## src/hw/rtl/rcrc_pkg.sv

```systemverilog
// Shared types and constants for the RGB color region classifier.
// Holds register indexes, mode codes and the stage records of the pipeline.
// Depends on nothing; every module of the block imports it.
`default_nettype none

package rcrc_pkg;

   // Configuration register indexes.
   localparam logic [2:0] REG_MODE        = 3'd0;
   localparam logic [2:0] REG_BOX_LOW     = 3'd1;
   localparam logic [2:0] REG_BOX_HIGH    = 3'd2;
   localparam logic [2:0] REG_CENTRE_RGB  = 3'd3;
   localparam logic [2:0] REG_SPHERE_RSQ  = 3'd4;
   localparam logic [2:0] REG_INV_COV_DIAG = 3'd5;
   localparam logic [2:0] REG_INV_COV_OFF = 3'd6;
   localparam logic [2:0] REG_MAHAL_LIMIT = 3'd7;

   // Region modes.
   localparam logic [1:0] MODE_BOX    = 2'd0;
   localparam logic [1:0] MODE_SPHERE = 2'd1;
   localparam logic [1:0] MODE_MAHAL  = 2'd2;

   localparam int CSR_DATA_W = 48;

   // Reset values of the configuration registers.
   localparam logic [23:0] BOX_HIGH_RESET = 24'hFF_FFFF;

   // Stage 1: channel differences from the centre and the box decision.
   typedef struct packed {
      logic              valid;
      logic [7:0]        red;
      logic [7:0]        green;
      logic [7:0]        blue;
      logic              box_hit;
      logic signed [8:0] dr;
      logic signed [8:0] dg;
      logic signed [8:0] db;
   } stage1_type;

   // Stage 2: squares and cross products of the differences.
   typedef struct packed {
      logic               valid;
      logic [7:0]         red;
      logic [7:0]         green;
      logic [7:0]         blue;
      logic               box_hit;
      logic [15:0]        sq_r;
      logic [15:0]        sq_g;
      logic [15:0]        sq_b;
      logic signed [16:0] x_rg;
      logic signed [16:0] x_rb;
      logic signed [16:0] x_gb;
   } stage2_type;

   // Stage 3: weighted terms of the quadratic form and the sphere decision.
   typedef struct packed {
      logic               valid;
      logic [7:0]         red;
      logic [7:0]         green;
      logic [7:0]         blue;
      logic               box_hit;
      logic               sphere_hit;
      logic signed [32:0] t_rr;
      logic signed [32:0] t_gg;
      logic signed [32:0] t_bb;
      logic signed [32:0] t_rg;
      logic signed [32:0] t_rb;
      logic signed [32:0] t_gb;
   } stage3_type;

   // Stage 4: diagonal and off-diagonal partial sums.
   typedef struct packed {
      logic               valid;
      logic [7:0]         red;
      logic [7:0]         green;
      logic [7:0]         blue;
      logic               box_hit;
      logic               sphere_hit;
      logic signed [34:0] diag_sum;
      logic signed [34:0] off_sum;
   } stage4_type;

   // Stage 5: the finished result beat.
   typedef struct packed {
      logic       valid;
      logic [7:0] out_red;
      logic [7:0] out_green;
      logic [7:0] out_blue;
      logic       kept;
   } result_type;

endpackage

`default_nettype wire

```

## src/hw/rtl/rcrc_front.sv

```systemverilog
// First pipeline stage: differences from the centre color and box test.
// Depends on rcrc_pkg for the stage record.
`default_nettype none

module rcrc_front
   import rcrc_pkg::*;
(
   input  wire logic        clock,
   input  wire logic        reset,
   input  wire logic        advance,
   input  wire logic        in_valid,
   input  wire logic [7:0]  red,
   input  wire logic [7:0]  green,
   input  wire logic [7:0]  blue,
   input  wire logic [23:0] box_low,
   input  wire logic [23:0] box_high,
   input  wire logic [23:0] centre_rgb,
   output stage1_type       s1_ff
);

   stage1_type s1_in;
   logic       hit_r;
   logic       hit_g;
   logic       hit_b;

   // Strict box limits per channel.
   assign hit_r = (red   > box_low[23:16]) && (red   < box_high[23:16]);
   assign hit_g = (green > box_low[15:8])  && (green < box_high[15:8]);
   assign hit_b = (blue  > box_low[7:0])   && (blue  < box_high[7:0]);

   // Signed 9-bit differences from the centre.
   always_comb begin
      s1_in.valid   = in_valid;
      s1_in.red     = red;
      s1_in.green   = green;
      s1_in.blue    = blue;
      s1_in.box_hit = hit_r && hit_g && hit_b;
      s1_in.dr      = $signed({1'b0, red})   - $signed({1'b0, centre_rgb[23:16]});
      s1_in.dg      = $signed({1'b0, green}) - $signed({1'b0, centre_rgb[15:8]});
      s1_in.db      = $signed({1'b0, blue})  - $signed({1'b0, centre_rgb[7:0]});
   end

   // Stage register; only the valid bit is reset.
   always_ff @(posedge clock) begin
      if (reset) begin
         s1_ff.valid <= 1'b0;
      end else if (advance) begin
         s1_ff <= s1_in;
      end
   end

endmodule

`default_nettype wire

```

## config.mk

```make
export PLATFORM = sky130hd
export DESIGN_NAME = rcrc_front
export DESIGN_NICKNAME = d
export VERILOG_FILES = /design/src/hw/rtl/rcrc_pkg.sv /design/src/hw/rtl/rcrc_front.sv
export SDC_FILE = /design/constraint.sdc
export NUM_CORES = 1
export LEC_CHECK = 0
export BUFFER_PORTS_ARGS = -buffer_cell sky130_fd_sc_hd__clkbuf_2
export CAP_MARGIN = 20
export CORE_MARGIN = 2
export CORE_UTILIZATION = 50
export CTS_BUF_LIST = sky130_fd_sc_hd__clkbuf_16
export CTS_CLUSTER_DIAMETER = 200
export DETAILED_ROUTE_END_ITERATION = 8
export GPL_TIMING_DRIVEN = 0
export HOLD_SLACK_MARGIN = 0.12
export PLACE_DENSITY = 0.81
export SLEW_MARGIN = 20
export SYNTH_ARGS = -nofsm -noshare
export SYNTH_HDL_FRONTEND = slang
export SYNTH_SLANG_ARGS = --single-unit
```

## constraint.sdc

```tcl
create_clock -name clock -period 6.45 [get_ports clock]
set_input_delay 0.3225 -clock clock [delete_from_list [all_inputs] [get_ports clock]]
set_output_delay 0.3225 -clock clock [all_outputs]
set_load 0.005 [all_outputs]
```

==> results.tsv <==
metric	value	unit
status	finished clean	
post-layout util	0.659	
clk sink count	53	
period utilization	0.276	
commonest non-fill, non-tap cell in the layout	clkbuf_2	
clk buf depth	2	
worst slew pin tran	677	ps
root buffer cell	clkbuf_16	
WL final	8.39	mm
initial antenna violation count	0	
min-delay worst type	in -> reg	
Overall Global Routing Usage	0.214	
layout cells sized above 1	0.325	
PD cells	199	mW/mm^2
vias per cell	5.01	
Critical Path Sink Type	register	
Max Cap Viol	0	
CTS tree	built	
Starting Density	0.510	
Synth Area in Compound Gates	0.105	
slowest CP cell	or4_1	
number of synthesized register bits	53	
FF-to-FF Start	s1_ff[52]$_SDFFE_PP0P_	
Diodes inserted	0	
Worst path top cell family by delay	simple AND/OR/NAND/NOR gates	
die area	0.00801	sq mm
area grow syn2layout	29.4	%
Post-DP HPWL	7.12	mm
proportion of synthesized area in mux cells	0.00274	
DR iter-0 viols	96	
Post-DRT Antenna Nets	0	
switching share of power	0.249	
Pleak	0.00247	uW
Reg power frac	0.451	
row count	31	
maximum VDD drop	129	uV
pin count of the biggest net entering global routing	31	
syn nets	513	
skew final	0	ps
critical path fanouts, max	5	
CTS Hold Bufs	0	
WL per Instance	14.0	um
post-CTS resize count	0	
CP Class	in -> reg	
PortBufs	152	
NetSw	234	uW
Critical R2R Capture	s1_ff[52]$_SDFFE_PP0P_	
core footprint	0.00718	sq mm
commonest cells after routing, fill and taps aside	clkbuf_2 (152), inv_1 (77), ha_1 (69)	
die span in y	89.5	um
largest family of logic cells by synthesized area	adder cells	
hold path endpoint	s1_ff[28]$_DFFE_PP_	
max reg flops	53	
Post-CTS Setup Bufs	0	
Worst EP arrival	1900	ps
Clk pwr share	0.309	
critical path startpoint category	input port	
HP Start	blue[0]	
DRT Pass-1 Iters	7	
Synth Area in XOR/XNOR	0.0431	
Top-Level Pins	153	
Critical Path, Cell by Cell	clkbuf_2, ha_1, nor2b_1, o211ai_1, a21oi_1, a211oi_1, or4_1, nor3_1	
Syn Inst Count	341	
worst skew pair latency	280	ps
CTS H-tree lvls	2	
internal power	708	uW
logic gate share of total power	0.240	
Mean Syn Cell Area	10.7	sq um
fin crit period	1780	ps
max_slew headroom	0.547	
simple logic cell fraction of the synthesized area	0.0862	
final setup fails	0	
crit path buf inv count	1	
Top reg by flops	s1_ff	
max-slew violations	0	
RSZ-0062 raised after global routing	false	
DRC viols	0	
Final Wtd Congestion	0.834	
Synth Area in Adders	0.252	
Num CTS Buffers	5	
Unique masters post-synth	28	
Reg2Reg Depth	2	
global-route wire length before repair	13.0	mm
Vias	3011	
f_max	0.561	GHz
clk slew on worst S/H paths	60	ps
Hold Path Depth	1	
vias in the first global route	3029	
synthesized cell area	0.00366	sq mm
# nets final	673	
Pwr Total	942	uW
die width	89.5	um
register area share after synthesis	0.432	
Worst R2R Setup Slack	5810	ps
Setup Total Neg Slack	0	ps
final hold viol count	0	
biggest regs	s1_ff x53	
Max stage delay on crit path	520	ps
Data required, critical path	6570	ps
grt total ovfl	0	
Yosys warning count	0	
==> metrics by stage <==
step           std cells  cell area (sq um)  worst slack, ps  hold WS, ps
2_1_floorplan        341               3660             3330          395
6_report             601               4730             4670          248
5_1_grt              601               4730             4510          253
3_3_place_gp         592               4540             2420          478
3_5_place_dp         593               4570             4380          536
4_1_cts              601               4730             4660          240
==> power groups by stage <==
stage / combinational (uW) / clock (uW) / sequential [uW]
2_1_floorplan: 123 / 0 / 437
3_3_place_gp: 212 / 0 / 432
3_5_place_dp: 227 / 0 / 432
5_1_grt: 259 / 306 / 428
6_report: 226 / 291 / 425
4_1_cts: 228 / 298 / 425
==> cells by family after synthesis <==
family,after synthesis
adder cells (fa/ha/maj),72
AND/OR/NAND/NOR,59
AO/OA/AOI/OAI,62
flip-flops,53
XOR/XNOR,18
multiplexers,1
buffers and inverters,76
==> Yosys cell counts <==
cell type | count | share of area
nand3_1 | 5 | 0.0068
a222oi_1 | 1 | 0.0027
xnor2_1 | 15 | 0.036
o21ai_0 | 14 | 0.019
nor3_1 | 6 | 0.0082
nand4_1 | 13 | 0.022
inv_1 | 76 | 0.078
edfxtp_1 | 52 | 0.43
xor2_1 | 3 | 0.0072
o21ba_2 | 3 | 0.0082
mux2i_1 | 1 | 0.0027
or4_1 | 1 | 0.0021
o22ai_1 | 1 | 0.0017
a21oi_1 | 19 | 0.026
o21a_1 | 2 | 0.0041
a21o_1 | 6 | 0.012
nand2_1 | 2 | 0.0021
fa_1 | 3 | 0.016
nand2b_1 | 3 | 0.0051
a211oi_1 | 7 | 0.014
o211ai_1 | 2 | 0.0041
ha_1 | 69 | 0.24
nor2_1 | 15 | 0.015
o21ai_1 | 3 | 0.0041
dfxtp_1 | 1 | 0.0055
nor3b_1 | 1 | 0.0021
nor2b_1 | 13 | 0.022
o21bai_1 | 4 | 0.0082
==> final cells by class <==
type	instances	area, sq um
clock buffer	5	125
clock inverter	3	37.5
fill	582	2440
inverter	76	285
multi-input combinational	212	1800
sequential	53	1580
tap	99	124
timing repair buffer	153	781
==> routing by layer <==
layer	vias to the layer above	GRT usage	routed length (um)
li1	1517	-	-
met1	1369	0.240	3280
met2	105	0.403	4460
met3	20	0.0268	449
met4	0	0.0936	206
met5	-	0	0
==> how the worst max path moves through the flow <==
stage	from	to	slack, ps	depth (start not counted)
global placement	advance	s1_ff[2]$_DFFE_PP_	2420	2
finish	blue[1]	s1_ff[27]$_DFFE_PP_	4670	8
detailed placement	blue[0]	s1_ff[8]$_DFFE_PP_	4380	10
CTS	green[0]	s1_ff[15]$_DFFE_PP_	4660	10
global route	blue[0]	s1_ff[8]$_DFFE_PP_	4510	10
floorplan	reset	s1_ff[0]$_DFFE_PP_	3330	1
==> worst reg2reg max path: cells and delay by family, from the launching register on <==
family	cells	cell delay, ps
mux	1	160
simple gates	1	70
flops	1	310
Note: power is estimated with default switching activity, not from simulation.
