===== src/hw/rtl/rcrc_pkg.sv =====
// Shared types and constants for the RGB color region classifier.
// Holds register indexes, mode codes and the stage records of the pipeline.
// Depends on nothing; every module of the block imports it.
`default_nettype none

package rcrc_pkg;

   // Configuration register indexes.
   localparam logic [2:0] REG_MODE        = 3'd0;
   localparam logic [2:0] REG_BOX_LOW     = 3'd1;
   localparam logic [2:0] REG_BOX_HIGH    = 3'd2;
   localparam logic [2:0] REG_CENTRE_RGB  = 3'd3;
   localparam logic [2:0] REG_SPHERE_RSQ  = 3'd4;
   localparam logic [2:0] REG_INV_COV_DIAG = 3'd5;
   localparam logic [2:0] REG_INV_COV_OFF = 3'd6;
   localparam logic [2:0] REG_MAHAL_LIMIT = 3'd7;

   // Region modes.
   localparam logic [1:0] MODE_BOX    = 2'd0;
   localparam logic [1:0] MODE_SPHERE = 2'd1;
   localparam logic [1:0] MODE_MAHAL  = 2'd2;

   localparam int CSR_DATA_W = 48;

   // Reset values of the configuration registers.
   localparam logic [23:0] BOX_HIGH_RESET = 24'hFF_FFFF;

   // Stage 1: channel differences from the centre and the box decision.
   typedef struct packed {
      logic              valid;
      logic [7:0]        red;
      logic [7:0]        green;
      logic [7:0]        blue;
      logic              box_hit;
      logic signed [8:0] dr;
      logic signed [8:0] dg;
      logic signed [8:0] db;
   } stage1_type;

   // Stage 2: squares and cross products of the differences.
   typedef struct packed {
      logic               valid;
      logic [7:0]         red;
      logic [7:0]         green;
      logic [7:0]         blue;
      logic               box_hit;
      logic [15:0]        sq_r;
      logic [15:0]        sq_g;
      logic [15:0]        sq_b;
      logic signed [16:0] x_rg;
      logic signed [16:0] x_rb;
      logic signed [16:0] x_gb;
   } stage2_type;

   // Stage 3: weighted terms of the quadratic form and the sphere decision.
   typedef struct packed {
      logic               valid;
      logic [7:0]         red;
      logic [7:0]         green;
      logic [7:0]         blue;
      logic               box_hit;
      logic               sphere_hit;
      logic signed [32:0] t_rr;
      logic signed [32:0] t_gg;
      logic signed [32:0] t_bb;
      logic signed [32:0] t_rg;
      logic signed [32:0] t_rb;
      logic signed [32:0] t_gb;
   } stage3_type;

   // Stage 4: diagonal and off-diagonal partial sums.
   typedef struct packed {
      logic               valid;
      logic [7:0]         red;
      logic [7:0]         green;
      logic [7:0]         blue;
      logic               box_hit;
      logic               sphere_hit;
      logic signed [34:0] diag_sum;
      logic signed [34:0] off_sum;
   } stage4_type;

   // Stage 5: the finished result beat.
   typedef struct packed {
      logic       valid;
      logic [7:0] out_red;
      logic [7:0] out_green;
      logic [7:0] out_blue;
      logic       kept;
   } result_type;

endpackage

`default_nettype wire


===== src/hw/rtl/rcrc_accum.sv =====
// Fourth and fifth pipeline stages: sums the quadratic form, compares it
// with the limit and selects the decision by mode. Depends on rcrc_pkg.
`default_nettype none

module rcrc_accum
   import rcrc_pkg::*;
(
   input  wire logic        clock,
   input  wire logic        reset,
   input  wire logic        advance,
   input  stage3_type       s3_ff,
   input  wire logic [1:0]  mode,
   input  wire logic [39:0] mahal_limit_sq,
   output result_type       res_ff
);

   stage4_type         s4_in;
   stage4_type         s4_ff;
   result_type         res_in;
   logic signed [40:0] k_sum;
   logic signed [40:0] limit_ext;
   logic               mahal_hit;
   logic               keep;

   // Diagonal and off-diagonal partial sums.
   always_comb begin
      s4_in.valid      = s3_ff.valid;
      s4_in.red        = s3_ff.red;
      s4_in.green      = s3_ff.green;
      s4_in.blue       = s3_ff.blue;
      s4_in.box_hit    = s3_ff.box_hit;
      s4_in.sphere_hit = s3_ff.sphere_hit;
      s4_in.diag_sum   = 35'(s3_ff.t_rr) + 35'(s3_ff.t_gg) + 35'(s3_ff.t_bb);
      s4_in.off_sum    = 35'(s3_ff.t_rg) + 35'(s3_ff.t_rb) + 35'(s3_ff.t_gb);
   end

   always_ff @(posedge clock) begin
      if (reset) begin
         s4_ff.valid <= 1'b0;
      end else if (advance) begin
         s4_ff <= s4_in;
      end
   end

   // Off-diagonal terms count twice; a negative form is always inside.
   assign k_sum     = 41'(s4_ff.diag_sum) + (41'(s4_ff.off_sum) <<< 1);
   assign limit_ext = $signed({1'b0, mahal_limit_sq});
   assign mahal_hit = (k_sum <= limit_ext);

   // Mode select; the unused mode rejects every pixel.
   always_comb begin
      unique case (mode)
         MODE_BOX:    keep = s4_ff.box_hit;
         MODE_SPHERE: keep = s4_ff.sphere_hit;
         MODE_MAHAL:  keep = mahal_hit;
         default:     keep = 1'b0;
      endcase
   end

   always_comb begin
      res_in.valid     = s4_ff.valid;
      res_in.out_red   = keep ? s4_ff.red   : 8'd0;
      res_in.out_green = keep ? s4_ff.green : 8'd0;
      res_in.out_blue  = keep ? s4_ff.blue  : 8'd0;
      res_in.kept      = keep;
   end

   // Output register that drives the result channel.
   always_ff @(posedge clock) begin
      if (reset) begin
         res_ff.valid <= 1'b0;
      end else if (advance) begin
         res_ff <= res_in;
      end
   end

endmodule

`default_nettype wire


===== config.mk =====
export PLATFORM = sky130hd
export DESIGN_NAME = rcrc_accum
export DESIGN_NICKNAME = d
export VERILOG_FILES = /design/src/hw/rtl/rcrc_pkg.sv /design/src/hw/rtl/rcrc_accum.sv
export SDC_FILE = /design/constraint.sdc
export NUM_CORES = 1
export LEC_CHECK = 0
export ABC_CLOCK_PERIOD_IN_PS = 8400
export BUFFER_PORTS_ARGS = -buffer_cell sky130_fd_sc_hd__buf_2
export CAP_MARGIN = 25
export CORE_MARGIN = 4
export CORE_UTILIZATION = 45
export DETAILED_ROUTE_END_ITERATION = 8
export PLACE_DENSITY = 0.81
export RECOVER_POWER = 50
export SETUP_SLACK_MARGIN = 0.3
export SYNTH_ARGS = -nofsm -noshare
export SYNTH_HDL_FRONTEND = slang
export SYNTH_SLANG_ARGS = --single-unit
export TNS_END_PERCENT = 50

===== constraint.sdc =====
create_clock -name clock -period 8.4 [get_ports clock]
set_clock_uncertainty 0.1 [all_clocks]
set_input_delay 1.68 -clock clock [delete_from_list [all_inputs] [get_ports clock]]
set_output_delay 1.68 -clock clock [all_outputs]
set_load 0.1 [all_outputs]

==> impl_metrics.env <==
export IMPL_outcome="finished with violations"
export IMPL_violations="capacitance limit, slew limit"
export IMPL_routed_wl_um=27300
export IMPL_post_cts_setup_buffers=0
export IMPL_detail_route_wl_per_cell_um=16.2
export IMPL_timing_max_slew_rel_slack_pct=-109
export IMPL_layout_area_overhead_vs_synth_pct=21.7
export IMPL_pin_count_of_the_biggest_net_entering_global_routing=64
export IMPL_synthesis_area_um2=11200
export IMPL_maxCapViolations=1
export IMPL_finalSetupViolCount=0
export IMPL_final_nets=1828
export IMPL_power_sequential_fraction_pct=26.2
export IMPL_hp_class="reg -> reg"
export IMPL_grt_first_pass_wirelength_um=43800
export IMPL_numCtsBuffers=17
export IMPL_die_area_um2=27500
export IMPL_antenna_found_initial=1
export IMPL_worst_setup_path_startpoint="advance"
export IMPL_postRouteAntennaNets=0
export IMPL_die_x_um=166
export IMPL_grt_overflow_total=0
export IMPL_worst_setup_path_end_kind="flip-flop"
export IMPL_boundaryPins=296
export IMPL_post_route_cell_area_um2=13700
export IMPL_r2r_setup_slack_ns=3.28
export IMPL_globalplace_congestion=0.837
export IMPL_leak_pwr_nw=6.23
export IMPL_min_period_ns=5.22
export IMPL_yosys_cell_count_top_type="sky130_fd_sc_hd__ha_1"
export IMPL_hpwl_um=23000
export IMPL_worstSkewPairLatency_ns=0.42
export IMPL_ctsResizeCount=0
export IMPL_worstPathRequired_ns=8.35
export IMPL_yosys_register_bits=123
export IMPL_p_clk_share_pct=23.9
export IMPL_part_of_the_yosys_area_used_for_sequential_elements_pct=32.7
export IMPL_placeableCoreArea_um2=24400
export IMPL_critPathArrivalTime_ns=5.17
export IMPL_initial_utilization_pct=46.0
export IMPL_dr_first_iter_drc_count=549
export IMPL_cts_root_buf="sky130_fd_sc_hd__clkbuf_16"
export IMPL_vias=8952
export IMPL_p_int_mw=1.98
export IMPL_nFillCells=2139
export IMPL_clockBufferDepth=2
export IMPL_via_per_inst=5.30
export IMPL_rsz0062_at_grt="false"
export IMPL_timing_max_transition_violations_final=60
export IMPL_first_global_vias=8995
export IMPL_syn_mean_instance_area_um2=10.8
export IMPL_remaining_drc_errors=0
export IMPL_worst_setup_start_kind="input port"
export IMPL_timing_setup_tns_ns=0
export IMPL_cell_depth_of_the_worst_flop_to_flop_path=19
export IMPL_critical_path_max_fanout=63
export IMPL_synth_edf_count=121
export IMPL_netlist_top_cells_area="sky130_fd_sc_hd__edfxtp_1 32%, sky130_fd_sc_hd__ha_1 15%, sky130_fd_sc_hd__fa_1 12%"
export IMPL_synth_largest_area_cell="sky130_fd_sc_hd__edfxtp_1"
export IMPL_port_buffers=295
export IMPL_fmaxAchievable_mhz=191
export IMPL_vdd_ir_drop_worst_mv=0.165
export IMPL_netlist_top_cells_count="138 x sky130_fd_sc_hd__ha_1, 121 x sky130_fd_sc_hd__edfxtp_1, 93 x sky130_fd_sc_hd__a21oi_1"
export IMPL_finalCoreUtilization_pct=56.0
export IMPL_p_sw_mw=1.20
export IMPL_tightestPinTransition_ns=3.14
export IMPL_row_count=57
export IMPL_clock_sinks=123
export IMPL_worstSetupPathType="in -> reg"
export IMPL_synth_cell_type_count=69
export IMPL_finalHoldViolations=0
export IMPL_drt_pass1_iterations=7
export IMPL_cts_tree="done"
export IMPL_layout_cells_sized_above_1_pct=24.7
export IMPL_regToRegStartpoint="s4_ff[36]"
export IMPL_grt_use_total_pct=19.5
export IMPL_report_power_total_mw=3.18
export IMPL_hold_buffers=0
export IMPL_clkSlewWorstSetupHoldPaths_ns=0.06
export IMPL_netlist_instances=1042
export IMPL_asyncSetResetFlopFracSynth_pct=0
export IMPL_synth_fp_nets=1519
export IMPL_cell_area_placed_um2=13100
export IMPL_synthFlopType="sky130_fd_sc_hd__edfxtp_1"
export IMPL_portion_of_total_power_attributed_to_combinational_logic_pct=49.9
export IMPL_pwr_density_cell_nw_per_um2=233
export IMPL_power_share_switching_pct=37.9
export IMPL_chip_height_um=166
export IMPL_period_share_pct=62.2
export IMPL_hold_ws_ns=0.401
export IMPL_critical_path_reg2reg_endpoint="res_ff[13]"
export IMPL_timing_critical_path_to="s4_ff[10]"
export IMPL_ctsHtreeMaxLevel=4
export IMPL_yosys_warnings=0
export IMPL_synthDominantCellAreaShare_pct=32.4
## cell type report
type	instances	area, µm²	share of cell area, %
Clock buffer	17	425	3.11
Timing Repair Buffer	298	1460	10.7
Clock inverter	15	188	1.37
Multi-Input combinational cell	830	7200	52.7
Tap cell	324	405	2.97
Inverter	81	304	2.23
Antenna cell	1	2.50	0.0183
Sequential cell	123	3670	26.9
## registers in the layout, indices dropped and copies added, names as in the netlist
signal  count
s4_ff      96
res_in      1
res_ff     26
## cells by family after synthesis
family	after synthesis	synth area share (%)
AOI/OAI and AO/OA	311	18.6
adders and majority gates	207	27.7
and+or+nand+nor	220	10.6
muxes	5	0.457
xor gates and xnor gates	87	6.79
buffers and inverters	89	3.12
DFF	123	32.7
## cell usage in the layout, fill, tap and decap left out, types with 42 or more instances in the layout
master                     synthesis  layout
sky130_fd_sc_hd__inv_1            81      81
sky130_fd_sc_hd__nand2_1          42      42
sky130_fd_sc_hd__nor2_1           52      52
sky130_fd_sc_hd__xnor2_1          64      64
sky130_fd_sc_hd__ha_1            138     138
sky130_fd_sc_hd__a21oi_1          93      93
sky130_fd_sc_hd__o21ai_0          50      50
sky130_fd_sc_hd__buf_2             1     261
sky130_fd_sc_hd__a21o_1           58      58
sky130_fd_sc_hd__fa_1             69      69
sky130_fd_sc_hd__edfxtp_1        121     121
## worst min path at each step
stage | cells after the start | slack (ns) | end | startpoint
global route | 1 | 0.43 | res_ff[1] | s4_ff[72]
floorplan | 2 | 0.36 | res_in[25] | res_in[25]
CTS | 2 | 0.41 | res_in[25] | res_in[25]
detailed placement | 2 | 0.40 | res_in[25] | res_in[25]
global placement | 2 | 0.38 | res_in[25] | res_in[25]
finish | 2 | 0.40 | res_in[25] | res_in[25]
## critical path, cell delays in order
cell and delay [ns]:
sky130_fd_sc_hd__clkbuf_1 0.15, sky130_fd_sc_hd__nor2b_1 0.15, sky130_fd_sc_hd__clkbuf_1 2.21, sky130_fd_sc_hd__buf_4 0.89
## stage by stage
| step | setup slack, ns | std cells |
|---|---|---|
| 4_1_cts | 2.77 | 1687 |
| 3_3_place_gp | 3.00 | 1655 |
| 5_1_grt | 2.82 | 1689 |
| 3_5_place_dp | 2.81 | 1655 |
| 2_1_floorplan | 0.629 | 1042 |
| 6_report | 3.18 | 1689 |
## power groups by stage
stage	Clock, mW	Sequential, mW	Combinational, mW
after global routing	0.803	0.838	1.79
after floorplan	0	0.871	1.15
after detailed placement	0	0.842	1.57
final	0.761	0.832	1.59
after global placement	0	0.839	1.53
after CTS	0.775	0.831	1.59
## layer usage
layer | track usage [%] | up-vias | part of all wire, % | wire, µm
li1 | - | 4442 | - | -
met1 | 25.6 | 4196 | 44 | 12100
met2 | 33.7 | 280 | 49 | 13300
met3 | 2.48 | 34 | 4.9 | 1350
met4 | 6.17 | 0 | 1.9 | 516
met5 | 0 | - | 0 | 0
No activity file was read; power rests on OpenSTA's default activity.
